`config.mk`:
```
export PLATFORM = sky130hd
export DESIGN_NAME = miller_rabin_primality_test_unit
export DESIGN_NICKNAME = d
export VERILOG_FILES = /design/src/design/mrpt_pkg.sv /design/src/design/miller_rabin_primality_test_unit.sv
export SDC_FILE = /design/constraint.sdc
export NUM_CORES = 2
export LEC_CHECK = 0
export ABC_CLOCK_PERIOD_IN_PS = 16400
export BUFFER_PORTS_ARGS = -buffer_cell sky130_fd_sc_hd__clkbuf_2
export CORE_MARGIN = 3
export CORE_UTILIZATION = 45
export DETAILED_ROUTE_END_ITERATION = 8
export HOLD_SLACK_MARGIN = 0.12
export PLACE_DENSITY_LB_ADDON = 0.1
export SETUP_SLACK_MARGIN = 0.4
export SLEW_MARGIN = 20
export SYNTH_ARGS = -nofsm -noshare
export SYNTH_HDL_FRONTEND = slang
export SYNTH_SLANG_ARGS = --single-unit
```
`constraint.sdc`:
```
create_clock -name aclk -period 16.4 [get_ports aclk]
set_input_delay 3.28 -clock aclk [delete_from_list [all_inputs] [get_ports aclk]]
set_output_delay 3.28 -clock aclk [all_outputs]
set_load 0.01 [all_outputs]
```
`src/design/mrpt_pkg.sv`:
```
// ----------------------------------------------------------------------------
// mrpt_pkg
// Shared types and fixed field widths for the Miller-Rabin test unit.
// ----------------------------------------------------------------------------
package mrpt_pkg;

    // stream field widths
    localparam int CAND_W     = 64;
    localparam int RAND_W     = 31;
    localparam int S_TDATA_W  = 160;
    localparam int M_TDATA_W  = 8;

    // bit counter for the serial base reduction
    localparam int RCNT_W     = $clog2(RAND_W);

    // number of rounds and the width of the round counter
    localparam int ROUNDS     = 3;
    localparam int ROUND_W    = 2;

    // sequencer states
    typedef enum logic [6:0] {
        ST_IDLE     = 7'b0000001,
        ST_DECOMP   = 7'b0000010,
        ST_BASE_DIV = 7'b0000100,
        ST_POW      = 7'b0001000,
        ST_MUL      = 7'b0010000,
        ST_SQ       = 7'b0100000,
        ST_FINISH   = 7'b1000000
    } state_t;

    // where a finished modular product goes
    typedef enum logic [2:0] {
        DST_ACC  = 3'b001,
        DST_BASE = 3'b010,
        DST_SQ   = 3'b100
    } mul_dst_t;

endpackage

```
`src/design/miller_rabin_primality_test_unit.sv`:
```
// ----------------------------------------------------------------------------
// miller_rabin_primality_test_unit
// Three-round Miller-Rabin probable-prime test with a bit-serial modular
// multiplier and a bit-serial base reduction.
// ----------------------------------------------------------------------------
// One candidate is tested at a time; s_tready is high only while the unit is
// idle, and a finished answer waits in the output register without blocking
// the next input transfer. Candidates that are negative, below 2 or even are
// answered straight from idle through the finish state. For an odd candidate,
// n-1 is split into m * 2^k one bit a cycle, each round reduces its random
// word modulo n-2 to pick its base, and then runs square-and-multiply on a
// single shift-and-add multiplier that consumes one multiplier bit per cycle
// (up to two products per exponent bit, plus up to k squarings). That
// multiplier sets the rate. Only the low WORD_BITS bits of the candidate are
// used, read as a signed number of that width.
module miller_rabin_primality_test_unit #(
    parameter int WORD_BITS = 64
) (
    input  logic                            aclk,
    input  logic                            aresetn,
    // input stream
    input  logic                            s_tvalid,
    output logic                            s_tready,
    // [63:0] candidate, [94:64] random_first, [125:95] random_second,
    // [156:126] random_third, [159:157] zero
    input  logic [mrpt_pkg::S_TDATA_W-1:0]  s_tdata,
    // result stream
    output logic                            m_tvalid,
    input  logic                            m_tready,
    // [0] probably_prime, [7:1] zero
    output logic [mrpt_pkg::M_TDATA_W-1:0]  m_tdata
);

    localparam int W  = WORD_BITS;
    localparam int KW = $clog2(WORD_BITS);

    mrpt_pkg::state_t   state_reg, state_next;
    mrpt_pkg::mul_dst_t dst_reg, dst_next;

    logic [W-1:0]                    n_reg, n_next;
    logic [W-1:0]                    m_reg, m_next;
    logic [KW-1:0]                   k_reg, k_next;
    logic [KW-1:0]                   i_reg, i_next;
    logic [W-1:0]                    e_reg, e_next;
    logic [W-1:0]                    acc_reg, acc_next;
    logic [W-1:0]                    base_reg, base_next;
    logic [W-1:0]                    rem_reg, rem_next;
    logic [mrpt_pkg::RAND_W-1:0]     rnd_a_reg, rnd_a_next;
    logic [mrpt_pkg::RAND_W-1:0]     rnd_b_reg, rnd_b_next;
    logic [mrpt_pkg::RAND_W-1:0]     rnd_c_reg, rnd_c_next;
    logic [mrpt_pkg::RCNT_W-1:0]     rcnt_reg, rcnt_next;
    logic [mrpt_pkg::ROUND_W-1:0]    round_reg, round_next;
    logic [W-1:0]                    macc_reg, macc_next;
    logic [W-1:0]                    madd_reg, madd_next;
    logic [W-1:0]                    my_reg, my_next;
    logic                            result_reg, result_next;
    logic                            out_valid_reg, out_valid_next;
    logic                            out_bit_reg, out_bit_next;

    logic [W-1:0] n_in;
    logic [W-1:0] n_minus1;
    logic [W:0]   div_shift;
    logic [W:0]   div_d;
    logic [W-1:0] div_rem;
    logic [W:0]   mul_sum;
    logic [W-1:0] mul_acc_step;
    logic [W:0]   mul_dbl;
    logic [W-1:0] mul_add_step;
    logic         s_xfer;

    assign s_tready = (state_reg == mrpt_pkg::ST_IDLE);
    assign s_xfer   = s_tvalid & s_tready;
    assign n_in     = s_tdata[W-1:0];
    assign n_minus1 = n_reg - W'(1);

    // one restoring division step of the random word by n-2
    assign div_shift = {rem_reg, rnd_a_reg[mrpt_pkg::RAND_W-1]};
    assign div_d     = {1'b0, n_reg - W'(2)};
    assign div_rem   = (div_shift >= div_d) ? W'(div_shift - div_d) : div_shift[W-1:0];

    // one shift-and-add step of the modular multiplier
    assign mul_sum      = {1'b0, macc_reg} + {1'b0, madd_reg};
    assign mul_acc_step = !my_reg[0] ? macc_reg :
                          (mul_sum >= {1'b0, n_reg}) ? W'(mul_sum - {1'b0, n_reg}) :
                          mul_sum[W-1:0];
    assign mul_dbl      = {madd_reg, 1'b0};
    assign mul_add_step = (mul_dbl >= {1'b0, n_reg}) ? W'(mul_dbl - {1'b0, n_reg}) :
                          mul_dbl[W-1:0];

    // sequencer
    always_comb begin
        logic start_div;
        logic pass_round;

        start_div      = 1'b0;
        pass_round     = 1'b0;
        state_next     = state_reg;
        dst_next       = dst_reg;
        n_next         = n_reg;
        m_next         = m_reg;
        k_next         = k_reg;
        i_next         = i_reg;
        e_next         = e_reg;
        acc_next       = acc_reg;
        base_next      = base_reg;
        rem_next       = rem_reg;
        rnd_a_next     = rnd_a_reg;
        rnd_b_next     = rnd_b_reg;
        rnd_c_next     = rnd_c_reg;
        rcnt_next      = rcnt_reg;
        round_next     = round_reg;
        macc_next      = macc_reg;
        madd_next      = madd_reg;
        my_next        = my_reg;
        result_next    = result_reg;
        out_valid_next = out_valid_reg & ~m_tready;
        out_bit_next   = out_bit_reg;

        case (state_reg)
            mrpt_pkg::ST_IDLE: begin
                if (s_xfer) begin
                    n_next     = n_in;
                    rnd_a_next = s_tdata[mrpt_pkg::CAND_W +: mrpt_pkg::RAND_W];
                    rnd_b_next = s_tdata[mrpt_pkg::CAND_W + mrpt_pkg::RAND_W +:
                                         mrpt_pkg::RAND_W];
                    rnd_c_next = s_tdata[mrpt_pkg::CAND_W + 2*mrpt_pkg::RAND_W +:
                                         mrpt_pkg::RAND_W];
                    round_next = '0;
                    // trivial candidates are settled at once
                    if (n_in[W-1] || (n_in < W'(2))) begin
                        result_next = 1'b0;
                        state_next  = mrpt_pkg::ST_FINISH;
                    end else if (n_in == W'(2)) begin
                        result_next = 1'b1;
                        state_next  = mrpt_pkg::ST_FINISH;
                    end else if (!n_in[0]) begin
                        result_next = 1'b0;
                        state_next  = mrpt_pkg::ST_FINISH;
                    end else begin
                        m_next     = n_in - W'(1);
                        k_next     = '0;
                        state_next = mrpt_pkg::ST_DECOMP;
                    end
                end
            end
            // strip factors of two from n-1
            mrpt_pkg::ST_DECOMP: begin
                if (m_reg[0]) begin
                    start_div = 1'b1;
                end else begin
                    m_next = m_reg >> 1;
                    k_next = k_reg + KW'(1);
                end
            end
            // random word mod (n-2), most significant bit first
            mrpt_pkg::ST_BASE_DIV: begin
                rem_next   = div_rem;
                rnd_a_next = rnd_a_reg << 1;
                if (rcnt_reg == '0) begin
                    base_next  = div_rem + W'(2);
                    acc_next   = W'(1);
                    e_next     = m_reg;
                    state_next = mrpt_pkg::ST_POW;
                end else begin
                    rcnt_next = rcnt_reg - mrpt_pkg::RCNT_W'(1);
                end
            end
            // square-and-multiply over the exponent bits
            mrpt_pkg::ST_POW: begin
                if (e_reg == '0) begin
                    if (acc_reg == W'(1)) begin
                        pass_round = 1'b1;
                    end else begin
                        i_next     = '0;
                        state_next = mrpt_pkg::ST_SQ;
                    end
                end else if (e_reg[0]) begin
                    macc_next  = '0;
                    madd_next  = acc_reg;
                    my_next    = base_reg;
                    dst_next   = mrpt_pkg::DST_ACC;
                    state_next = mrpt_pkg::ST_MUL;
                end else begin
                    macc_next  = '0;
                    madd_next  = base_reg;
                    my_next    = base_reg;
                    dst_next   = mrpt_pkg::DST_BASE;
                    state_next = mrpt_pkg::ST_MUL;
                end
            end
            // shift-and-add modular product, one multiplier bit per cycle
            mrpt_pkg::ST_MUL: begin
                if (my_reg == '0) begin
                    case (dst_reg)
                        mrpt_pkg::DST_ACC: begin
                            acc_next  = macc_reg;
                            macc_next = '0;
                            madd_next = base_reg;
                            my_next   = base_reg;
                            dst_next  = mrpt_pkg::DST_BASE;
                        end
                        mrpt_pkg::DST_BASE: begin
                            base_next  = macc_reg;
                            e_next     = e_reg >> 1;
                            state_next = mrpt_pkg::ST_POW;
                        end
                        mrpt_pkg::DST_SQ: begin
                            acc_next   = macc_reg;
                            i_next     = i_reg + KW'(1);
                            state_next = mrpt_pkg::ST_SQ;
                        end
                        default: begin
                            state_next = mrpt_pkg::ST_IDLE;
                        end
                    endcase
                end else begin
                    macc_next = mul_acc_step;
                    madd_next = mul_add_step;
                    my_next   = my_reg >> 1;
                end
            end
            // up to k squarings looking for n-1
            mrpt_pkg::ST_SQ: begin
                if (i_reg >= k_reg) begin
                    result_next = 1'b0;
                    state_next  = mrpt_pkg::ST_FINISH;
                end else if (acc_reg == n_minus1) begin
                    pass_round = 1'b1;
                end else begin
                    macc_next  = '0;
                    madd_next  = acc_reg;
                    my_next    = acc_reg;
                    dst_next   = mrpt_pkg::DST_SQ;
                    state_next = mrpt_pkg::ST_MUL;
                end
            end
            // hand the answer to the output register once it is free
            mrpt_pkg::ST_FINISH: begin
                if (!out_valid_reg || m_tready) begin
                    out_valid_next = 1'b1;
                    out_bit_next   = result_reg;
                    state_next     = mrpt_pkg::ST_IDLE;
                end
            end
            default: begin
                state_next = mrpt_pkg::ST_IDLE;
            end
        endcase

        // round passed: answer prime after the last, else move to the next word
        if (pass_round) begin
            if (round_reg == mrpt_pkg::ROUND_W'(mrpt_pkg::ROUNDS - 1)) begin
                result_next = 1'b1;
                state_next  = mrpt_pkg::ST_FINISH;
            end else begin
                round_next = round_reg + mrpt_pkg::ROUND_W'(1);
                rnd_a_next = rnd_b_reg;
                rnd_b_next = rnd_c_reg;
                start_div  = 1'b1;
            end
        end

        if (start_div) begin
            rem_next   = '0;
            rcnt_next  = mrpt_pkg::RCNT_W'(mrpt_pkg::RAND_W - 1);
            state_next = mrpt_pkg::ST_BASE_DIV;
        end
    end

    // control registers
    always_ff @(posedge aclk) begin
        if (!aresetn) begin
            state_reg     <= mrpt_pkg::ST_IDLE;
            out_valid_reg <= 1'b0;
        end else begin
            state_reg     <= state_next;
            out_valid_reg <= out_valid_next;
        end
    end

    // datapath registers
    always_ff @(posedge aclk) begin
        dst_reg    <= dst_next;
        n_reg      <= n_next;
        m_reg      <= m_next;
        k_reg      <= k_next;
        i_reg      <= i_next;
        e_reg      <= e_next;
        acc_reg    <= acc_next;
        base_reg   <= base_next;
        rem_reg    <= rem_next;
        rnd_a_reg  <= rnd_a_next;
        rnd_b_reg  <= rnd_b_next;
        rnd_c_reg  <= rnd_c_next;
        rcnt_reg   <= rcnt_next;
        round_reg  <= round_next;
        macc_reg   <= macc_next;
        madd_reg   <= madd_next;
        my_reg     <= my_next;
        result_reg <= result_next;
        out_bit_reg <= out_bit_next;
    end

    assign m_tvalid = out_valid_reg;
    assign m_tdata  = {(mrpt_pkg::M_TDATA_W-1)'(0), out_bit_reg};

endmodule
```
; ---- Yosys cells after proc, flatten, opt, wreduce, memory -nomap -nowiden
; Index checks and enable logic that the tools add are counted.
; W data, S select, Z words.
[op_classes]
n_addsub = 12
order_cmp = 5
eq_ne = 32
mux = 103
bitwise = 5
reduce_logical = 23
[op_table]
columns = op, n
row1 = $mux W64, 31
row2 = $pmux W64 S3, 3
row3 = $pmux W64 S2, 4
row4 = $mux W31, 7
row5 = $ge A65 B64 Y1, 3
row6 = $sub A64 B64 Y64, 3
row7 = $logic_not A64 Y1, 2
row8 = $sub A64 B1 Y64 const B, 2
row9 = $mux W7, 13
row10 = $add A64 B64 Y65, 1
row11 = $add A64 B2 Y64 const B, 1
row12 = $eq A64 B1 Y1 const B, 1
row13 = $eq A64 B2 Y1 const B, 1
row14 = $eq A64 B64 Y1, 1
row15 = $lt A64 B2 Y1 const B, 1
row16 = $sub A64 B2 Y64 const B, 1
row17 = $pmux W31 S2, 1
row18 = $mux W6, 9
row19 = $pmux W7 S7, 1
row20 = $pmux W6 S2, 2
row21 = $ne A2 B2 Y1 const B, 11
row22 = $pmux W7 S3, 1
row23 = $mux W3, 6
row24 = $reduce_and A6 Y1, 3
row25 = other kinds (33), 71
[word_totals]
register_bits = 701
inputBits = 164
out_inout_bits = 10
elab_cells = 203

; ---- Logic depth before layout (Yosys ltp)
[logic_depth]
word_depth = 8
depth_mapped = 38
depth_no_buf = 29

; ---- Worst setup path after synthesis
; No wires, ideal clock.
[synth_timing]
path_kind = register to register
from = reg n_reg[37]
to = reg macc_reg[0], enable pin
setup_time_ns = 0.426
arrival_ns = 10.457
t_required_ns = 15.974
path_slack_ns = 5.517
path_stages_with_launch = 14
n_path_buf = 0
period_less_slack_ns = 10.883
cell_sequence = edfxtp_1 -> nor4_1 -> nand3_1 -> or3_1 -> or4_1 -> nor4_4 -> xor2_1 -> and4_1 -> o21ai_1 -> nor4_1 -> nand2b_1 -> and3_1 -> nor2_1 -> o21a_1
[synth_via]
elab_chain_len = 4
[synth_rtl]
columns = item, line_no
row1 = from (decl), miller_rabin_primality_test_unit.sv:40  ; logic [W-1:0] n_reg, n_next;
row2 = from (signal assigned), miller_rabin_primality_test_unit.sv:284  ; n_reg <= n_next;
row3 = $sub A64 B1 Y64, miller_rabin_primality_test_unit.sv:74  ; assign n_minus1 = n_reg - W'(1);
row4 = $eq A64 B64 Y1, miller_rabin_primality_test_unit.sv:227  ; end else if (acc_reg == n_minus1) begin
row5 = $ne A2 B2 Y1 (no source line), n/a
row6 = $reduce_and A6 Y1 (no source line), n/a
row7 = to (signal assigned), miller_rabin_primality_test_unit.sv:297  ; macc_reg <= macc_next;
row8 = to (decl), miller_rabin_primality_test_unit.sv:53  ; logic [W-1:0] macc_reg, macc_next;
; Every way passes these cells.
; A chain may end at the register's enable or synchronous reset.

; ---- Worst setup path after layout
[layout_timing]
from = reg n_reg[11]
to = reg base_reg[51], data pin
[layout_via]
elab_chain_len = 6
word_cells_on_any_way = 7
cone_classes = add/sub (3) / order compare (1) / mux (3)
[layout_rtl]
columns = item, line_no
row1 = $sub A64 B2 Y64, miller_rabin_primality_test_unit.sv:78  ; assign div_d = {1'b0, n_reg - W'(2)};
row2 = $ge A65 B64 Y1, miller_rabin_primality_test_unit.sv:79  ; assign div_rem = (div_shift >= div_d) ? W'(div_shift - div_d) : div_shift[W-1:0];
row3 = $mux W64, miller_rabin_primality_test_unit.sv:79
row4 = named net div_rem[1], miller_rabin_primality_test_unit.sv:64  ; logic [W-1:0] div_rem;
row5 = $add A64 B2 Y64, miller_rabin_primality_test_unit.sv:160  ; base_next = div_rem + W'(2);
row6 = $mux W64, miller_rabin_primality_test_unit.sv:159  ; if (rcnt_reg == '0) begin
row7 = $pmux W64 S2, miller_rabin_primality_test_unit.sv:119  ; case (state_reg)
row8 = named net base_next[51], miller_rabin_primality_test_unit.sv:46  ; logic [W-1:0] base_reg, base_next;
row9 = to (signal assigned), miller_rabin_primality_test_unit.sv:290  ; base_reg <= base_next;
row10 = to (decl), miller_rabin_primality_test_unit.sv:46
; The timed path passes the listed nets, and every way through them passes these cells. The select of a mux whose other input is x is not followed.

==> results.json <==
{
  "status": "complete, no violations",
  "place_ws_ns": 5.86,
  "period_share_pct": 65.7,
  "path_max_fanout": 39,
  "cts-hold-fix-buffers": 0,
  "synthArstFlopShare_pct": 0,
  "cts_setup_buffers": 0,
  "nets": 6243,
  "core-area_um2": 113000,
  "rsz0062_at_grt": "no",
  "rows": 123,
  "synth_area_um2": 51300,
  "hold_viol": 0,
  "grt_first_pass_wirelength_mm": 291,
  "cts.sinks": 701,
  "drt-initial-drc-count": 5521,
  "vias": 46676,
  "die_h_um": 344,
  "io_buffers": 163,
  "arrival_ns": 11.32,
  "die-area_um2": 118000,
  "max-clock-path-buffers": 3,
  "initial_core_util_pct": 45.5,
  "wl_per_cell_um": 27.3,
  "final-setup-viol-count": 0,
  "power_leakage_uw": 0.0218,
  "ios": 174,
  "drc": 0,
  "first_pass_iters": 8,
  "ir_drop_mv": 0.0869,
  "area_growth_pct": 9.60,
  "grt_pass1_vias": 43347,
  "yosysSeqAreaShare_pct": 38.3,
  "relSlewSlack_pct": 21.5,
  "grt_max_degree": 130,
  "synth.yosys.warnings": 0,
  "final_common_cell": "nand2_1",
  "critPathKind": "flip-flop to flip-flop",
  "required_ns": 16.95,
  "start_kind": "flip-flop",
  "finalSetupTns_ns": 0,
  "grt.total_usage_pct": 33.1,
  "finClkSkew_ns": 0.0255,
  "synth-seq-cells": 701,
  "ctsResizeCount": 0,
  "cts_tree": "done",
  "endpoint_kind": "flip-flop",
  "numCtsBuffers": 83,
  "yosys_most_used_dff": "edfxtp_1",
  "cap_viol_max_count": 0,
  "clk_latency_ns": 0.68,
  "period_minus_slack_ns": 10.77,
  "tightest_slew_ns": 1.17,
  "cts_htree_levels": 3,
  "layout-drive-gt1-share_pct": 7.73,
  "path_clk_slew_ns": 0.07,
  "ant_nets": 0,
  "cts_root_buffer": "clkbuf_16",
  "avgViaCountPerCell": 6.33,
  "hpwl_mm": 157,
  "synth_cell_types": 101,
  "power_density_nw_per_um2": 86.8,
  "synthCells": 5799,
  "maxSlewViolCount": 0,
  "min_path_type": "flip-flop to flip-flop",
  "routed_wl_mm": 201,
  "layout_common_cells": "nand2_1, a21oi_1, edfxtp_1, nor2_1, xnor2_1",
  "fmax_ghz": 0.0928,
  "die_w_um": 344,
  "grt-ovfl-total": 0,
  "place_congestion": 1.01,
  "synth-edff-count": 560,
  "avgSynthCellArea_um2": 8.85,
  "antenna_found_initial": 8,
  "setup_ws_ns": 5.63
}
## synth_stat cells, types with 60 or more instances
cell type / instances / share of area [%]
clkbuf_1: 233 / 1.7
nor3_1: 143 / 1.4
a22oi_1: 60 / 0.88
dfxtp_1: 141 / 5.5
a222oi_1: 67 / 1.3
xnor2_1: 350 / 6.0
nor4_1: 123 / 1.5
nor2_1: 432 / 3.2
mux2i_1: 105 / 2.0
nand3_1: 141 / 1.4
a21oi_1: 600 / 5.9
ha_1: 270 / 6.6
o21ai_0: 258 / 2.5
o21bai_1: 60 / 0.88
inv_1: 229 / 1.7
edfxtp_1: 560 / 33
and2_1: 90 / 1.1
nand4_1: 120 / 1.5
a211oi_1: 84 / 1.2
a21o_1: 210 / 3.1
xor2_1: 154 / 2.6
a31oi_1: 65 / 0.79
nand2_1: 673 / 4.9
## worst paths after layout
| check | startpoint | to | slack, ns | depth (start not counted) |
|---|---|---|---|---|
| worst max-delay path | n_reg[11] | base_reg[51] | 5.63 | 27 |
| worst min-delay path | result_reg | out_bit_reg | 0.47 | 0 |
| worst max register to register | n_reg[11] | base_reg[51] | 5.63 | 27 |
| worst min register to register | result_reg | out_bit_reg | 0.47 | 0 |
## through the flow
stage / utilization, % / power, µW / hold slack [ns] / instances / area [µm²]
floorplan: - / 2640 / 0.431 / 5805 / 51300
global placement: 47.3 / 2910 / 0.453 / 7220 / 53400
detailed placement: 47.3 / 2910 / 0.453 / 7220 / 53400
CTS: 49.8 / 4880 / 0.467 / 7371 / 56200
global route: 49.8 / 5050 / 0.485 / 7371 / 56200
finish: 49.8 / 4880 / 0.470 / 7372 / 56200
## layout make-up
class | count | area [µm²]
Antenna cell | 1 | 2.50
Clock buffer | 105 | 2300
Clock inverter | 46 | 566
Fill cell | 10830 | 56600
Inverter | 230 | 868
Multi-Input combinational cell | 4571 | 29700
Sequential cell | 701 | 19600
Tap cell | 1500 | 1880
Timing Repair Buffer | 218 | 1250
## critical path, cell delays in order, from the launching register on
cell and delay (ns):
edfxtp_1 0.59, nor4_2 0.85, nand2_1 0.44, nor3_1 0.71, nand2_1 0.25, nor2_1 0.15
buf_4 0.18, nand3_1 0.11, xnor2_1 0.48, ha_1 0.53, nand4_1 0.42, nor4_1 0.72
and3_1 0.28, a221o_1 0.13, a21o_1 0.23, or4_1 0.43, nand2_4 0.35, o21ai_0 0.49
ha_1 0.44, inv_1 0.17, nor4_1 0.50, a32oi_1 0.23, a2111oi_4 0.40, nand2_2 0.21
nor4b_4 0.33, o2111ai_1 0.21, xor2_1 0.55, a21o_1 0.20
## logic make-up after synthesis
kind of cell | after synthesis | share of synthesized area, %
xor+xnor | 504 | 8.60
buf+inv | 533 | 4.14
flops | 701 | 38.3
other cells | 1 | 0.00731
compound gates | 1683 | 21.3
mux | 109 | 2.14
fa+ha+maj | 274 | 6.74
simple gates | 1994 | 18.8
## power breakdown
| part | switching [µW] | total [µW] | leakage [µW] | internal [µW] |
|---|---|---|---|---|
| registers | 97.2 | 2100 | 0.00643 | 2000 |
| logic | 507 | 801 | 0.0140 | 294 |
| clock network | 832 | 1980 | 0.00138 | 1150 |
| total | 1440 | 4880 | 0.0218 | 3450 |
## layer usage
layer  share of wire (%)  wire length [µm]  global-route usage [%]  vias to the layer above
met5               0.017                34                       0                        -
met4                 3.6              7330                    11.1                        6
met3                 9.8             19700                    6.95                      310
met2                  43             86300                    49.8                     2201
met1                  44             88100                    47.3                    22591
li1                    -                 -                       -                    21568
(Power assumes the default switching activity.)
